$ cat config.mk
export PLATFORM = sky130hd
export DESIGN_NAME = go_to_target_mission_sequencer_unit
export DESIGN_NICKNAME = d
export VERILOG_FILES = /design/src/gtms_pkg.sv /design/src/gtms_in_stage.sv /design/src/gtms_cfg_regs.sv /design/src/gtms_core.sv /design/src/gtms_out_stage.sv /design/src/go_to_target_mission_sequencer_unit.sv
export VERILOG_INCLUDE_DIRS = /design/src /design/src/src
export SDC_FILE = /design/constraint.sdc
export NUM_CORES = 2
export LEC_CHECK = 0
export BUFFER_PORTS_ARGS = -buffer_cell sky130_fd_sc_hd__buf_2
export CORE_MARGIN = 2
export CORE_UTILIZATION = 29
export DETAILED_ROUTE_END_ITERATION = 6
export GPL_ROUTABILITY_DRIVEN = 0
export PLACE_DENSITY = 0.46
export SYNTH_ARGS = -nofsm -noshare
export SYNTH_HDL_FRONTEND = slang
export SYNTH_SLANG_ARGS = --single-unit
$ cat constraint.sdc
create_clock -name aclk -period 15.1 [get_ports aclk]
set_input_delay 3.02 -clock aclk [delete_from_list [all_inputs] [get_ports aclk]]
set_output_delay 3.02 -clock aclk [all_outputs]
set_load 0.02 [all_outputs]
$ cat src/go_to_target_mission_sequencer_unit_macros.svh
// Assertion macros for the go-to-target mission sequencer unit.
`ifndef GO_TO_TARGET_MISSION_SEQUENCER_UNIT_MACROS_SVH
`define GO_TO_TARGET_MISSION_SEQUENCER_UNIT_MACROS_SVH

`ifndef SYNTHESIS
// Same-cycle implication, checked at every aclk edge out of reset.
`define GTMS_ASSERT_NOW(lbl, ante, cons) \
    lbl: assert property (@(posedge aclk) disable iff (!aresetn) (ante) |-> (cons)) \
        else $error("gtms assertion failed");
// Next-cycle implication, checked at every aclk edge out of reset.
`define GTMS_ASSERT_NEXT(lbl, ante, cons) \
    lbl: assert property (@(posedge aclk) disable iff (!aresetn) (ante) |=> (cons)) \
        else $error("gtms assertion failed");
`else
`define GTMS_ASSERT_NOW(lbl, ante, cons)
`define GTMS_ASSERT_NEXT(lbl, ante, cons)
`endif

`endif

$ cat src/gtms_pkg.sv
// Shared types and constants of the go-to-target mission sequencer unit.
package gtms_pkg;

    localparam int unsigned S_TDATA_W = 104;
    localparam int unsigned S_TUSER_W = 5;
    localparam int unsigned M_TDATA_W = 80;
    localparam int unsigned CFG_IDX_W = 2;
    localparam int unsigned CFG_DATA_W = 32;

    localparam logic [31:0] MISSION_TIMEOUT_RST = 32'd30000;
    localparam logic [31:0] LINK_TIMEOUT_RST = 32'd1000;
    localparam logic [31:0] RADIUS_SQ_RST = 32'd10000;   // 100 mm squared

    localparam logic [7:0] NACK_BYTE = 8'hFF;

    typedef enum logic [2:0] {
        MS_IDLE      = 3'd0,
        MS_DRIVING   = 3'd1,
        MS_AT_TARGET = 3'd2,
        MS_RETURNING = 3'd3,
        MS_ERROR     = 3'd4
    } mission_state_t;

    typedef enum logic [1:0] {
        LS_DISCONNECTED = 2'd0,
        LS_CONNECTED    = 2'd1,
        LS_TIMED_OUT    = 2'd2
    } link_state_t;

    typedef enum logic [1:0] {
        LC_NONE   = 2'd0,
        LC_DRIVE  = 2'd1,
        LC_STOP   = 2'd2,
        LC_RETURN = 2'd3
    } link_cmd_t;

    typedef enum logic [2:0] {
        MODE_NONE    = 3'd0,
        MODE_START   = 3'd1,
        MODE_STOP    = 3'd2,
        MODE_RETURN  = 3'd3,
        MODE_CAPTURE = 3'd4,
        MODE_RESET   = 3'd5
    } mode_t;

    typedef enum logic [CFG_IDX_W-1:0] {
        CFG_MISSION_TIMEOUT = 2'd0,
        CFG_LINK_TIMEOUT    = 2'd1,
        CFG_ARRIVAL_RADIUS  = 2'd2
    } cfg_idx_t;

    typedef struct packed {
        logic [31:0]        now_ms;
        logic [2:0]         mode;
        logic signed [15:0] goal_x_mm;
        logic signed [15:0] goal_y_mm;
        logic               pos_valid;
        logic signed [15:0] pos_x_mm;
        logic signed [15:0] pos_y_mm;
        logic               poll_received;
        logic [7:0]         poll_byte;
    } item_t;

    typedef struct packed {
        logic [31:0] mission_timeout_ms;
        logic [31:0] link_timeout_ms;
        logic [31:0] radius_sq;
    } cfg_t;

    typedef struct packed {
        link_cmd_t          link_cmd;
        logic signed [15:0] link_x_mm;
        logic signed [15:0] link_y_mm;
        logic               stop_after;
        mission_state_t     mission_state_out;
        link_state_t        link_state_out;
        logic               acknowledged;
        logic [15:0]        missions_started;
        logic [15:0]        errors_seen;
    } result_t;

endpackage

$ cat src/gtms_in_stage.sv
// Input register stage: captures one update pass transaction.
module gtms_in_stage (
    input  logic                           aclk,
    input  logic                           aresetn,
    input  logic                           s_tvalid,
    output logic                           s_tready,
    input  logic [gtms_pkg::S_TDATA_W-1:0] s_tdata,
    input  logic [gtms_pkg::S_TUSER_W-1:0] s_tuser,
    input  logic                           take,
    output logic                           item_valid,
    output gtms_pkg::item_t                item
);

    logic            valid_reg;
    gtms_pkg::item_t item_reg;
    gtms_pkg::item_t item_next;

    assign s_tready   = !valid_reg || take;
    assign item_valid = valid_reg;
    assign item       = item_reg;

    always_comb begin
        item_next.now_ms        = s_tdata[31:0];
        item_next.goal_x_mm     = s_tdata[47:32];
        item_next.goal_y_mm     = s_tdata[63:48];
        item_next.pos_x_mm      = s_tdata[79:64];
        item_next.pos_y_mm      = s_tdata[95:80];
        item_next.poll_byte     = s_tdata[103:96];
        item_next.mode          = s_tuser[2:0];
        item_next.pos_valid     = s_tuser[3];
        item_next.poll_received = s_tuser[4];
    end

    always_ff @(posedge aclk) begin
        if (!aresetn) begin
            valid_reg <= 1'b0;
        end else if (s_tready) begin
            valid_reg <= s_tvalid;
        end
    end

    always_ff @(posedge aclk) begin
        if (s_tvalid && s_tready) begin
            item_reg <= item_next;
        end
    end

endmodule

$ cat src/gtms_cfg_regs.sv
// Configuration registers; the arrival radius is kept squared.
module gtms_cfg_regs (
    input  logic                            aclk,
    input  logic                            aresetn,
    input  logic                            cfg_valid,
    output logic                            cfg_ready,
    input  logic [gtms_pkg::CFG_IDX_W-1:0]  cfg_index,
    input  logic [gtms_pkg::CFG_DATA_W-1:0] cfg_data,
    output gtms_pkg::cfg_t                  cfg
);

    logic [31:0] mission_timeout_reg;
    logic [31:0] link_timeout_reg;
    logic [31:0] radius_sq_reg;
    logic [15:0] radius;
    logic [31:0] radius_sq;

    assign cfg_ready = 1'b1;
    assign radius    = cfg_data[15:0];
    assign radius_sq = 32'(radius) * 32'(radius);

    assign cfg.mission_timeout_ms = mission_timeout_reg;
    assign cfg.link_timeout_ms    = link_timeout_reg;
    assign cfg.radius_sq          = radius_sq_reg;

    always_ff @(posedge aclk) begin
        if (!aresetn) begin
            mission_timeout_reg <= gtms_pkg::MISSION_TIMEOUT_RST;
            link_timeout_reg    <= gtms_pkg::LINK_TIMEOUT_RST;
            radius_sq_reg       <= gtms_pkg::RADIUS_SQ_RST;
        end else if (cfg_valid) begin
            case (gtms_pkg::cfg_idx_t'(cfg_index))
                gtms_pkg::CFG_MISSION_TIMEOUT: mission_timeout_reg <= cfg_data[31:0];
                gtms_pkg::CFG_LINK_TIMEOUT:    link_timeout_reg    <= cfg_data[31:0];
                gtms_pkg::CFG_ARRIVAL_RADIUS:  radius_sq_reg       <= radius_sq;
                default: ;
            endcase
        end
    end

endmodule

$ cat src/gtms_core.sv
// Mission and link state with the single-pass update logic.
`include "go_to_target_mission_sequencer_unit_macros.svh"
module gtms_core (
    input  logic              aclk,
    input  logic              aresetn,
    input  logic              fire,
    input  gtms_pkg::item_t   item,
    input  gtms_pkg::cfg_t    cfg,
    output gtms_pkg::result_t res
);

    gtms_pkg::mission_state_t ms_reg, ms_next, ms_cmd;
    gtms_pkg::link_state_t    ls_reg, ls_next;
    logic [31:0]        entry_reg, entry_next;
    logic [31:0]        heard_time_reg, heard_time_next;
    logic               heard_reg, heard_next;
    logic signed [15:0] cur_x_reg, cur_x_next, cur_y_reg, cur_y_next;
    logic signed [15:0] goal_x_reg, goal_x_next, goal_y_reg, goal_y_next;
    logic signed [15:0] home_x_reg, home_x_next, home_y_reg, home_y_next;
    logic               ack_reg, ack_next;
    logic [15:0]        mcnt_reg, mcnt_next;
    logic [15:0]        ecnt_reg, ecnt_next;

    logic [31:0]        in_state;
    logic [31:0]        entry_cmd;
    logic signed [15:0] tgt_x, tgt_y;
    logic signed [16:0] dx, dy;
    logic [16:0]        ax, ay;
    logic [33:0]        dist_sq;
    logic               arrived;
    logic               fail;

    always_comb begin
        ms_next         = ms_reg;
        ls_next         = ls_reg;
        heard_time_next = heard_time_reg;
        heard_next      = heard_reg;
        goal_x_next     = goal_x_reg;
        goal_y_next     = goal_y_reg;
        home_x_next     = home_x_reg;
        home_y_next     = home_y_reg;
        ack_next        = ack_reg;
        mcnt_next       = mcnt_reg;
        ecnt_next       = ecnt_reg;
        res             = '0;
        fail            = 1'b0;

        // position update
        cur_x_next = item.pos_valid ? item.pos_x_mm : cur_x_reg;
        cur_y_next = item.pos_valid ? item.pos_y_mm : cur_y_reg;

        // link: poll result, then silence watchdog
        if (item.poll_received) begin
            heard_time_next = item.now_ms;
            heard_next      = 1'b1;
            ls_next         = gtms_pkg::LS_CONNECTED;
            ack_next        = (item.poll_byte != gtms_pkg::NACK_BYTE);
        end
        if (heard_next && ((item.now_ms - heard_time_next) >= cfg.link_timeout_ms)) begin
            ls_next = gtms_pkg::LS_TIMED_OUT;
        end

        // command phase
        case (gtms_pkg::mode_t'(item.mode))
            gtms_pkg::MODE_START: begin
                if (ms_reg == gtms_pkg::MS_IDLE || ms_reg == gtms_pkg::MS_AT_TARGET) begin
                    goal_x_next   = item.goal_x_mm;
                    goal_y_next   = item.goal_y_mm;
                    res.link_cmd  = gtms_pkg::LC_DRIVE;
                    res.link_x_mm = item.goal_x_mm;
                    res.link_y_mm = item.goal_y_mm;
                    ack_next      = 1'b0;
                    mcnt_next     = mcnt_reg + 16'd1;
                    ms_next       = gtms_pkg::MS_DRIVING;
                end
            end
            gtms_pkg::MODE_STOP: begin
                res.link_cmd = gtms_pkg::LC_STOP;
                ms_next      = gtms_pkg::MS_IDLE;
            end
            gtms_pkg::MODE_RETURN: begin
                if (ms_reg != gtms_pkg::MS_ERROR) begin
                    goal_x_next   = home_x_reg;
                    goal_y_next   = home_y_reg;
                    res.link_cmd  = gtms_pkg::LC_RETURN;
                    res.link_x_mm = home_x_reg;
                    res.link_y_mm = home_y_reg;
                    ack_next      = 1'b0;
                    ms_next       = gtms_pkg::MS_RETURNING;
                end
            end
            gtms_pkg::MODE_CAPTURE: begin
                home_x_next = cur_x_next;
                home_y_next = cur_y_next;
                ms_next     = gtms_pkg::MS_IDLE;
            end
            gtms_pkg::MODE_RESET: begin
                res.link_cmd = gtms_pkg::LC_STOP;
                ms_next      = gtms_pkg::MS_IDLE;
                mcnt_next    = 16'd0;
                ecnt_next    = 16'd0;
                ls_next      = gtms_pkg::LS_DISCONNECTED;
            end
            default: ;
        endcase

        ms_cmd    = ms_next;
        entry_cmd = (ms_cmd != ms_reg) ? item.now_ms : entry_reg;
        in_state  = item.now_ms - entry_cmd;

        // arrival: squared distance against squared radius
        tgt_x   = (ms_cmd == gtms_pkg::MS_DRIVING) ? goal_x_next : home_x_next;
        tgt_y   = (ms_cmd == gtms_pkg::MS_DRIVING) ? goal_y_next : home_y_next;
        dx      = 17'(cur_x_next) - 17'(tgt_x);
        dy      = 17'(cur_y_next) - 17'(tgt_y);
        ax      = dx[16] ? 17'(-dx) : 17'(dx);
        ay      = dy[16] ? 17'(-dy) : 17'(dy);
        dist_sq = 34'(ax) * 34'(ax) + 34'(ay) * 34'(ay);
        arrived = (dist_sq <= {2'b00, cfg.radius_sq});

        // state phase
        if (ms_cmd == gtms_pkg::MS_DRIVING || ms_cmd == gtms_pkg::MS_RETURNING) begin
            if (arrived) begin
                res.stop_after = 1'b1;
                ms_next = (ms_cmd == gtms_pkg::MS_DRIVING) ? gtms_pkg::MS_AT_TARGET
                                                           : gtms_pkg::MS_IDLE;
            end else if (in_state >= cfg.mission_timeout_ms) begin
                fail = 1'b1;
            end else if (ls_next == gtms_pkg::LS_TIMED_OUT) begin
                fail = 1'b1;
            end
            if (fail) begin
                res.stop_after = 1'b1;
                ecnt_next      = ecnt_next + 16'd1;
                ms_next        = gtms_pkg::MS_ERROR;
            end
        end

        entry_next = (ms_next != ms_cmd) ? item.now_ms : entry_cmd;

        res.mission_state_out = ms_next;
        res.link_state_out    = ls_next;
        res.acknowledged      = ack_next;
        res.missions_started  = mcnt_next;
        res.errors_seen       = ecnt_next;
    end

    always_ff @(posedge aclk) begin
        if (!aresetn) begin
            ms_reg         <= gtms_pkg::MS_IDLE;
            ls_reg         <= gtms_pkg::LS_DISCONNECTED;
            entry_reg      <= '0;
            heard_time_reg <= '0;
            heard_reg      <= 1'b0;
            cur_x_reg      <= '0;
            cur_y_reg      <= '0;
            goal_x_reg     <= '0;
            goal_y_reg     <= '0;
            home_x_reg     <= '0;
            home_y_reg     <= '0;
            ack_reg        <= 1'b0;
            mcnt_reg       <= '0;
            ecnt_reg       <= '0;
        end else if (fire) begin
            ms_reg         <= ms_next;
            ls_reg         <= ls_next;
            entry_reg      <= entry_next;
            heard_time_reg <= heard_time_next;
            heard_reg      <= heard_next;
            cur_x_reg      <= cur_x_next;
            cur_y_reg      <= cur_y_next;
            goal_x_reg     <= goal_x_next;
            goal_y_reg     <= goal_y_next;
            home_x_reg     <= home_x_next;
            home_y_reg     <= home_y_next;
            ack_reg        <= ack_next;
            mcnt_reg       <= mcnt_next;
            ecnt_reg       <= ecnt_next;
        end
    end

    // a reset command leaves both counters at zero
    `GTMS_ASSERT_NEXT(a_reset_clears_counts, fire && item.mode == gtms_pkg::MODE_RESET, mcnt_reg == 16'd0 && ecnt_reg == 16'd0)
    // a stop from the state phase always lands in a resting state
    `GTMS_ASSERT_NOW(a_stop_after_rest, fire && res.stop_after, res.mission_state_out == gtms_pkg::MS_IDLE || res.mission_state_out == gtms_pkg::MS_AT_TARGET || res.mission_state_out == gtms_pkg::MS_ERROR)
    // coordinates only go out with drive or return
    `GTMS_ASSERT_NOW(a_idle_coords_zero, res.link_cmd == gtms_pkg::LC_NONE || res.link_cmd == gtms_pkg::LC_STOP, res.link_x_mm == 16'sd0 && res.link_y_mm == 16'sd0)
    // error count moves by one at most, or is cleared
    `GTMS_ASSERT_NEXT(a_err_count_step, fire, ecnt_reg == $past(ecnt_reg) || ecnt_reg == $past(ecnt_reg) + 16'd1 || ecnt_reg == 16'd0)

endmodule

$ cat src/gtms_out_stage.sv
// Result register stage feeding the master-side stream.
module gtms_out_stage (
    input  logic                           aclk,
    input  logic                           aresetn,
    input  logic                           load,
    input  gtms_pkg::result_t              res,
    output logic                           m_tvalid,
    input  logic                           m_tready,
    output logic [gtms_pkg::M_TDATA_W-1:0] m_tdata
);

    logic                           valid_reg;
    logic [gtms_pkg::M_TDATA_W-1:0] data_reg;
    logic [gtms_pkg::M_TDATA_W-1:0] data_next;

    assign m_tvalid = valid_reg;
    assign m_tdata  = data_reg;

    assign data_next = {7'd0, res.errors_seen, res.missions_started, res.acknowledged,
                        res.link_state_out, res.mission_state_out, res.stop_after,
                        res.link_y_mm, res.link_x_mm, res.link_cmd};

    always_ff @(posedge aclk) begin
        if (!aresetn) begin
            valid_reg <= 1'b0;
        end else if (load) begin
            valid_reg <= 1'b1;
        end else if (m_tready) begin
            valid_reg <= 1'b0;
        end
    end

    always_ff @(posedge aclk) begin
        if (load) begin
            data_reg <= data_next;
        end
    end

endmodule

$ cat src/go_to_target_mission_sequencer_unit.sv
// Top level of the go-to-target mission sequencer unit.
//
// Each s_ transaction is one update pass of a go-to-target mission: it may bring a
// new position, a status poll result and a command, and it yields exactly one m_
// transaction with the link command sent, the mission and link states and the
// counters. The unit accepts one pass per clock cycle while the m_ side is not
// stalled; a pass is held in the input register and its result is loaded into
// the result register, from which it is valid on the m_ side. The mission state
// update is combinational within a pass, so the next pass can follow at once; a
// stalled m_ side holds the pass in the input register.
// Arrival compares the squared distance with the squared radius, which is computed
// once when the radius register is written. Configuration writes are taken in any
// cycle and must only be issued while no pass is in flight.
module go_to_target_mission_sequencer_unit (
    input  logic                            aclk,
    input  logic                            aresetn,
    // update pass stream
    input  logic                            s_tvalid,
    output logic                            s_tready,
    // now_ms[31:0], goal_x_mm[47:32], goal_y_mm[63:48], pos_x_mm[79:64],
    // pos_y_mm[95:80], poll_byte[103:96]
    input  logic [gtms_pkg::S_TDATA_W-1:0]  s_tdata,
    // mode[2:0], pos_valid[3], poll_received[4]
    input  logic [gtms_pkg::S_TUSER_W-1:0]  s_tuser,
    // result stream
    output logic                            m_tvalid,
    input  logic                            m_tready,
    // link_cmd[1:0], link_x_mm[17:2], link_y_mm[33:18], stop_after[34],
    // mission_state_out[37:35], link_state_out[39:38], acknowledged[40],
    // missions_started[56:41], errors_seen[72:57], zero pad[79:73]
    output logic [gtms_pkg::M_TDATA_W-1:0]  m_tdata,
    // configuration write channel
    input  logic                            cfg_valid,
    output logic                            cfg_ready,
    input  logic [gtms_pkg::CFG_IDX_W-1:0]  cfg_index,
    input  logic [gtms_pkg::CFG_DATA_W-1:0] cfg_data
);

    logic              item_valid;
    logic              fire;
    gtms_pkg::item_t   item;
    gtms_pkg::cfg_t    cfg;
    gtms_pkg::result_t res;

    // a pass is processed when the result register is free or draining
    assign fire = item_valid && (!m_tvalid || m_tready);

    gtms_in_stage u_in (
        .aclk       (aclk),
        .aresetn    (aresetn),
        .s_tvalid   (s_tvalid),
        .s_tready   (s_tready),
        .s_tdata    (s_tdata),
        .s_tuser    (s_tuser),
        .take       (fire),
        .item_valid (item_valid),
        .item       (item)
    );

    gtms_cfg_regs u_cfg (
        .aclk      (aclk),
        .aresetn   (aresetn),
        .cfg_valid (cfg_valid),
        .cfg_ready (cfg_ready),
        .cfg_index (cfg_index),
        .cfg_data  (cfg_data),
        .cfg       (cfg)
    );

    gtms_core u_core (
        .aclk    (aclk),
        .aresetn (aresetn),
        .fire    (fire),
        .item    (item),
        .cfg     (cfg),
        .res     (res)
    );

    gtms_out_stage u_out (
        .aclk     (aclk),
        .aresetn  (aresetn),
        .load     (fire),
        .res      (res),
        .m_tvalid (m_tvalid),
        .m_tready (m_tready),
        .m_tdata  (m_tdata)
    );

endmodule
======== Word-level counts from Yosys, hierarchy flattened ========
Index checks and enable logic that the tools add are counted.
operators by class
  add/subtract/negate cells ............... 9
  multiply operators ...................... 3
  magnitude comparators ................... 3
  equality and inequality tests ........... 15
  muxes and demuxes ....................... 49
  reduce and logical (&&, ||, !) cells .... 17
operator list
  kind                                                 count
  2-to-1 mux 16 bit                                    14
  2-to-1 mux 32 bit                                    3
  case mux 16 bit (2 select lines)                     3
  multiplier 17 x 17 -> 34 bit                         2
  >= comparator 32 bit                                 2
  case mux 32 bit (2 select lines)                     1
  subtractor 32 bit                                    2
  adder 34 bit                                         1
  less-or-equal comparator 34 x 32 -> 1 bit            1
  2-to-1 mux 17 bit                                    2
  2-to-1 mux 34 bit                                    1
  negator 17 bit                                       2
  subtractor 16 x 16 -> 17 bit                         2
  2-to-1 mux 33 bit                                    1
  adder 16 x 1 -> 16 bit, second input constant        2
  multiplier 16 x 16 -> 32 bit                         1
  2-to-1 mux 3 bit                                     5
  equality test 3 x 2 -> 1 bit, second input constant  4
  2-to-1 mux 1 bit                                     12
  case mux 3 bit (3 select lines)                      1
  2-to-1 mux 2 bit                                     4
  != test 8 bit, second input constant                 1
  equality test 3 x 1 -> 1 bit, second input constant  2
  equality test 3 bit, second input constant           2
  15 further kinds                                     25
storage, ports and cells
  register bits ........................... 479
  input port bits ......................... 148

======== Longest topological paths before layout ========
  word-level depth ........................ 18
  depth in mapped cells ................... 66
  depth with buffers taken out ............ 60

======== Modules after synthesis ========
Synthesis repeated with hierarchy kept, for this count alone.
unflattened totals
  cell total of the unflattened synthesis .. 5580
  area total of the unflattened synthesis .. 51121.5 um2
by module, submodules not included
  module                               times used  cells an instance  area an instance (um2)  seq. area each (um2)
  gtms_core                            1           4115               34618.2                 3983.8
  gtms_cfg_regs                        1           1265               10871.7                 1901.8
  gtms_in_stage                        1           114                3330.7                  3293.2
  gtms_out_stage                       1           84                 2289.7                  2212.1
  go_to_target_mission_sequencer_unit  1           2                  11.3                    0.0

======== Worst setup path before layout ========
Ideal clock, no wire load.
  path type ............................... reg-to-reg
  start point ............................. register u_in.item_reg (netlist bit u_in.item[75])
  end point ............................... register u_core.entry_reg[1]
  setup time .............................. 128 ps
  data arrival time ....................... 13399 ps
  data required time ...................... 14972 ps
  slack ................................... 1573 ps
  cell stages (with the launch flop) ...... 57
  buffers on the path ..................... 4
  period minus slack after synthesis ...... 13527 ps
  cells stage by stage .................... edfxtp_1 -> clkbuf_1 -> nand2b_1 -> mux2_2 -> o221a_2 -> nor2_1 -> clkbuf_1 -> mux2i_1 -> ha_1 -> fa_1 -> nor2b_1 -> o21ai_1 -> a21boi_1 -> o31a_1 -> o2111a_1 -> nor3_1 -> nand4_1 -> o41a_1 -> [... 21 more ...] -> a21oi_1 -> o21ai_0 -> a21o_1 -> a21oi_1 -> xnor2_1 -> ha_1 -> a21o_1 -> a21o_1 -> a2111oi_0 -> a21o_1 -> o311a_1 -> clkbuf_1 -> nand2_1 -> nor4_1 -> nor3_2 -> buf_4 -> mux2i_1 -> nor2_1
between the ends
  cells in the longest elaborated chain, start to end .. 17
  elaborated cells between the ends (all ways) .. 42
  those cells by class .................... add/sub (6); mul (2); order compare (2); eq/ne (10); mux (20); reduce/logical (2)
RTL lines
  what                                                                        line                                text
  start: declaration                                                          gtms_in_stage.sv:15                 gtms_pkg::item_t item_reg;
  start signal: assignment                                                    gtms_in_stage.sv:44                 item_reg <= item_next;
  equality test 3 bit / equality test 3 x 2 -> 1 bit (equally long branches)  gtms_core.sv:64                     case (gtms_pkg::mode_t'(item.mode))
  OR reduction 3 bit (no source line)                                         -
  case mux 3 bit (3 select lines)                                             gtms_core.sv:64
  equality test 3 x 1 -> 1 bit                                                -
  2-to-1 mux 16 bit (on tied branches)                                        gtms_core.sv:112, gtms_core.sv:113
  subtractor 16 x 16 -> 17 bit (on tied branches)                             gtms_core.sv:114, gtms_core.sv:115
  negator 17 bit (on tied branches)                                           gtms_core.sv:116, gtms_core.sv:117
  2-to-1 mux 17 bit (on tied branches)                                        gtms_core.sv:116, gtms_core.sv:117
  multiplier 17 x 17 -> 34 bit                                                gtms_core.sv:118                    dist_sq = 34'(ax) * 34'(ax) + 34'(ay) * 34'(ay);
  adder 34 bit                                                                gtms_core.sv:118
  less-or-equal comparator 34 x 32 -> 1 bit                                   gtms_core.sv:119                    arrived = (dist_sq <= {2'b00, cfg.radius_sq});
  2-to-1 mux 1 bit                                                            gtms_core.sv:123                    if (arrived) begin
  2-to-1 mux 1 bit                                                            gtms_core.sv:122                    if (ms_cmd == gtms_pkg::MS_DRIVING || ms_cmd == gtms_pkg::MS_RETURNING) begin
  2-to-1 mux 3 bit                                                            gtms_core.sv:132                    if (fail) begin
  2-to-1 mux 3 bit                                                            gtms_core.sv:122
  != test 3 bit                                                               gtms_core.sv:139                    entry_next = (ms_next != ms_cmd) ? item.now_ms : entry_cmd;
  2-to-1 mux 32 bit (*)                                                       gtms_core.sv:139
  end signal: assignment                                                      gtms_core.sv:167                    entry_reg <= entry_next;
  end: declaration                                                            gtms_core.sv:14                     logic [31:0] entry_reg, entry_next;
Every way passes the cells marked *; elsewhere a longest branch is shown, timed or not. The select of a mux whose other input is x is not followed.
A chain may end at the register's enable or synchronous reset.

==> metrics.csv <==
metric,value,unit
die_h,420,µm
synth_cell_types,101,
syn_area,50200,µm²
routed_via_density,4.67,
syn_inst,5506,
rsz0062_at_grt,false,
fin_tns_setup,0,ns
cts_tree,yes,
htreeDepth,2,
worstSetupPathType,reg -> reg,
synth_top_flop_cell,dfxtp_1,
clock_skew,0.0427,ns
fillers,17900,
cts_buffers,56,
post_drt_wl_per_cell,18.0,µm
cp_common_cell,fa_1,
nNetsFinal,6967,
synth_edf_count,182,
critPathMaxFanout,17,
row_count,152,
slew_viol_final,0,
portBuffers,222,
async_reset_ff_frac,0,
ys_ff_latch,478,
grt_antenna_before_repair,7,
reg2reg_to,u_core.ecnt_reg[1]$_SDFFE_PN0P_,
overflow,0,
clkLatencyLatePin,0.66,ns
grtUsageTotal,0.165,
grt_max_degree,132,
whs,0.449,ns
hpwl,117000,µm
worstPathRequired,15.64,ns
grt_pass1_vias,39100,
clk_path_buf_depth,3,
area_growth,12.7,%
multi_input_area,34500,µm²
layout_commonest_cell,inv_1,
reg2reg_slack,0.81,ns
cp.depth,55,
period_needed,14.29,ns
status,completed,
yosysSeqAreaShare,0.227,
path_delay_family,adder cells,
path_buf_inv,12,
drt_iter0_drc,1656,
cts_hold_buf,0,
post-route-period-util,0.946,
final_cell_mix,"inv_1, fa_1, nand2_1",
timing.final.hold_violations,0,
worstHoldPathCells,2,
largest_register_ffs,109,
hold_class,reg -> reg,
yosys_warnings,0,
clock-root-buffer,clkbuf_16,
core-area,172000,µm²
clock_sinks,478,
grt_pass1_wl,226000,µm
clk_pin_slew,0.06,ns
synth_area_per_cell,9.11,µm²
die_area,176000,µm²
via_count,37800,
die_w,420,µm
arrival,14.83,ns
crit_path_top_delay_cell,fa_1,
fmax,70.0,MHz
hold_start,u_cfg.radius_sq_reg[18]$_SDFFE_PN0P_,
slowest_delay,0.57,ns
drc_errors,0,
r2r-start,u_in.item[75]$_DFFE_PP_,
cp-start-kind,flip-flop,
drv_cap,0,
reg2reg_depth,55,
start_util,0.292,
wl,145000,µm
dr.pass1.iters,5,
setup_viol,0,
crit_path_end_kind,flip-flop,
seq_area,11400,µm²
min_to,u_cfg.radius_sq_reg[18]$_SDFFE_PN0P_,
tightest_slew,1.12,ns
final_layout_size_suffix_gt1_frac,0.0912,
io_pins,231,
antenna_left,0,
final_util,0.329,
slew_headroom,0.241,
final cells by class:
cell class                      instances  share of cell area
Clock inverter                         37             0.00754
Tap cell                             2310              0.0511
Multi-Input combinational cell       3839               0.610
Timing Repair Buffer                  330              0.0357
Antenna cell                            3            0.000133
Clock buffer                           67              0.0259
Inverter                             1016              0.0678
Sequential cell                       478               0.201
kinds of logic (layout without fill, tap and decap cells):
family	count (synthesis)	in the layout	share of synthesized area
buffers and inverters	1219	1450	0.0925
flip-flops	478	478	0.227
AO/OA/AOI/OAI	914	914	0.121
AND/OR/NAND/NOR	1464	1464	0.132
other	2	35	0.000150
adder cells (fa/ha/maj)	1098	1098	0.366
multiplexers	137	137	0.0275
XOR/XNOR	194	194	0.0343
through the flow:
| step | std cells | instance area (µm²) | setup slack [ns] |
|---|---|---|---|
| final | 8080 | 56600 | 0.811 |
| after detailed placement | 7960 | 54400 | 0.0656 |
| after floorplan | 5536 | 50300 | 1.57 |
| after global routing | 8080 | 56600 | 0.0240 |
| after global placement | 7960 | 54400 | 0.195 |
| after CTS | 8064 | 56300 | 0.181 |
cells in the mapped netlist (7+ instances only):
cell type	instances	area, µm²
nor2_1	502	1880
xnor2_1	114	998
a21oi_1	293	1470
or2_2	25	156
fa_1	615	12300
ha_1	483	6040
a211o_1	7	61.3
and3_1	23	144
clkbuf_1	167	627
a21o_1	89	668
o21a_1	36	270
o211ai_1	39	293
buf_4	13	97.6
edfxtp_1	182	5470
a22o_1	33	289
nor4_1	19	119
o31ai_1	8	60.1
a311oi_1	7	61.3
buf_1	17	63.8
a31oi_1	27	169
a31o_2	10	87.6
xor2_1	77	674
o21ai_0	105	526
or3_1	26	163
nor3_1	54	270
and2_1	69	432
a211oi_1	150	1130
o21bai_1	14	105
nand2_1	521	1960
and4_1	7	61.3
mux2i_1	131	1310
nand2b_1	45	282
o31a_1	11	96.3
nand4_1	37	231
clkinv_1	10	37.5
nand3_1	67	335
inv_1	1001	3760
nor2b_1	26	163
dfxtp_1	296	5930
layer usage:
metal  vias to the layer above  track usage  part of all wire  wire length (µm)
met2                       566        0.286              0.49             71800
met5                         -      0.00333           0.00089               129
li1                      18400            -                 -                 -
met3                       163       0.0219             0.037              5320
met4                        10       0.0465             0.027              3860
met1                     18600        0.214              0.44             64100
what timing repair did:
action	CTS	global route
cloned	0	1
pin swaps	0	3
buffers inserted	0	12
endpoints found under the setup margin	5	71
resized for setup	1	36
worst max-delay path by stage:
stage,to,start
floorplan,u_core.entry_reg[1]$_SDFFE_PN0P_,u_in.item[75]$_DFFE_PP_
global placement,u_core.entry_reg[8]$_SDFFE_PN0P_,u_in.item[75]$_DFFE_PP_
detailed placement,u_core.entry_reg[12]$_SDFFE_PN0P_,u_in.item[75]$_DFFE_PP_
CTS,u_core.entry_reg[11]$_SDFFE_PN0P_,u_in.item[75]$_DFFE_PP_
global route,u_core.ecnt_reg[5]$_SDFFE_PN0P_,u_in.item[75]$_DFFE_PP_
finish,u_core.ecnt_reg[1]$_SDFFE_PN0P_,u_in.item[75]$_DFFE_PP_
worst min-delay path, stage by stage, from the launching register on:
cell and delay (ns):
dfxtp_1 0.31, nand2_1 0.05, a21oi_1 0.05
Power is left out: the tool's default activity adds up to more than one toggle a clock period on the data nets, which glitch-free logic cannot reach.
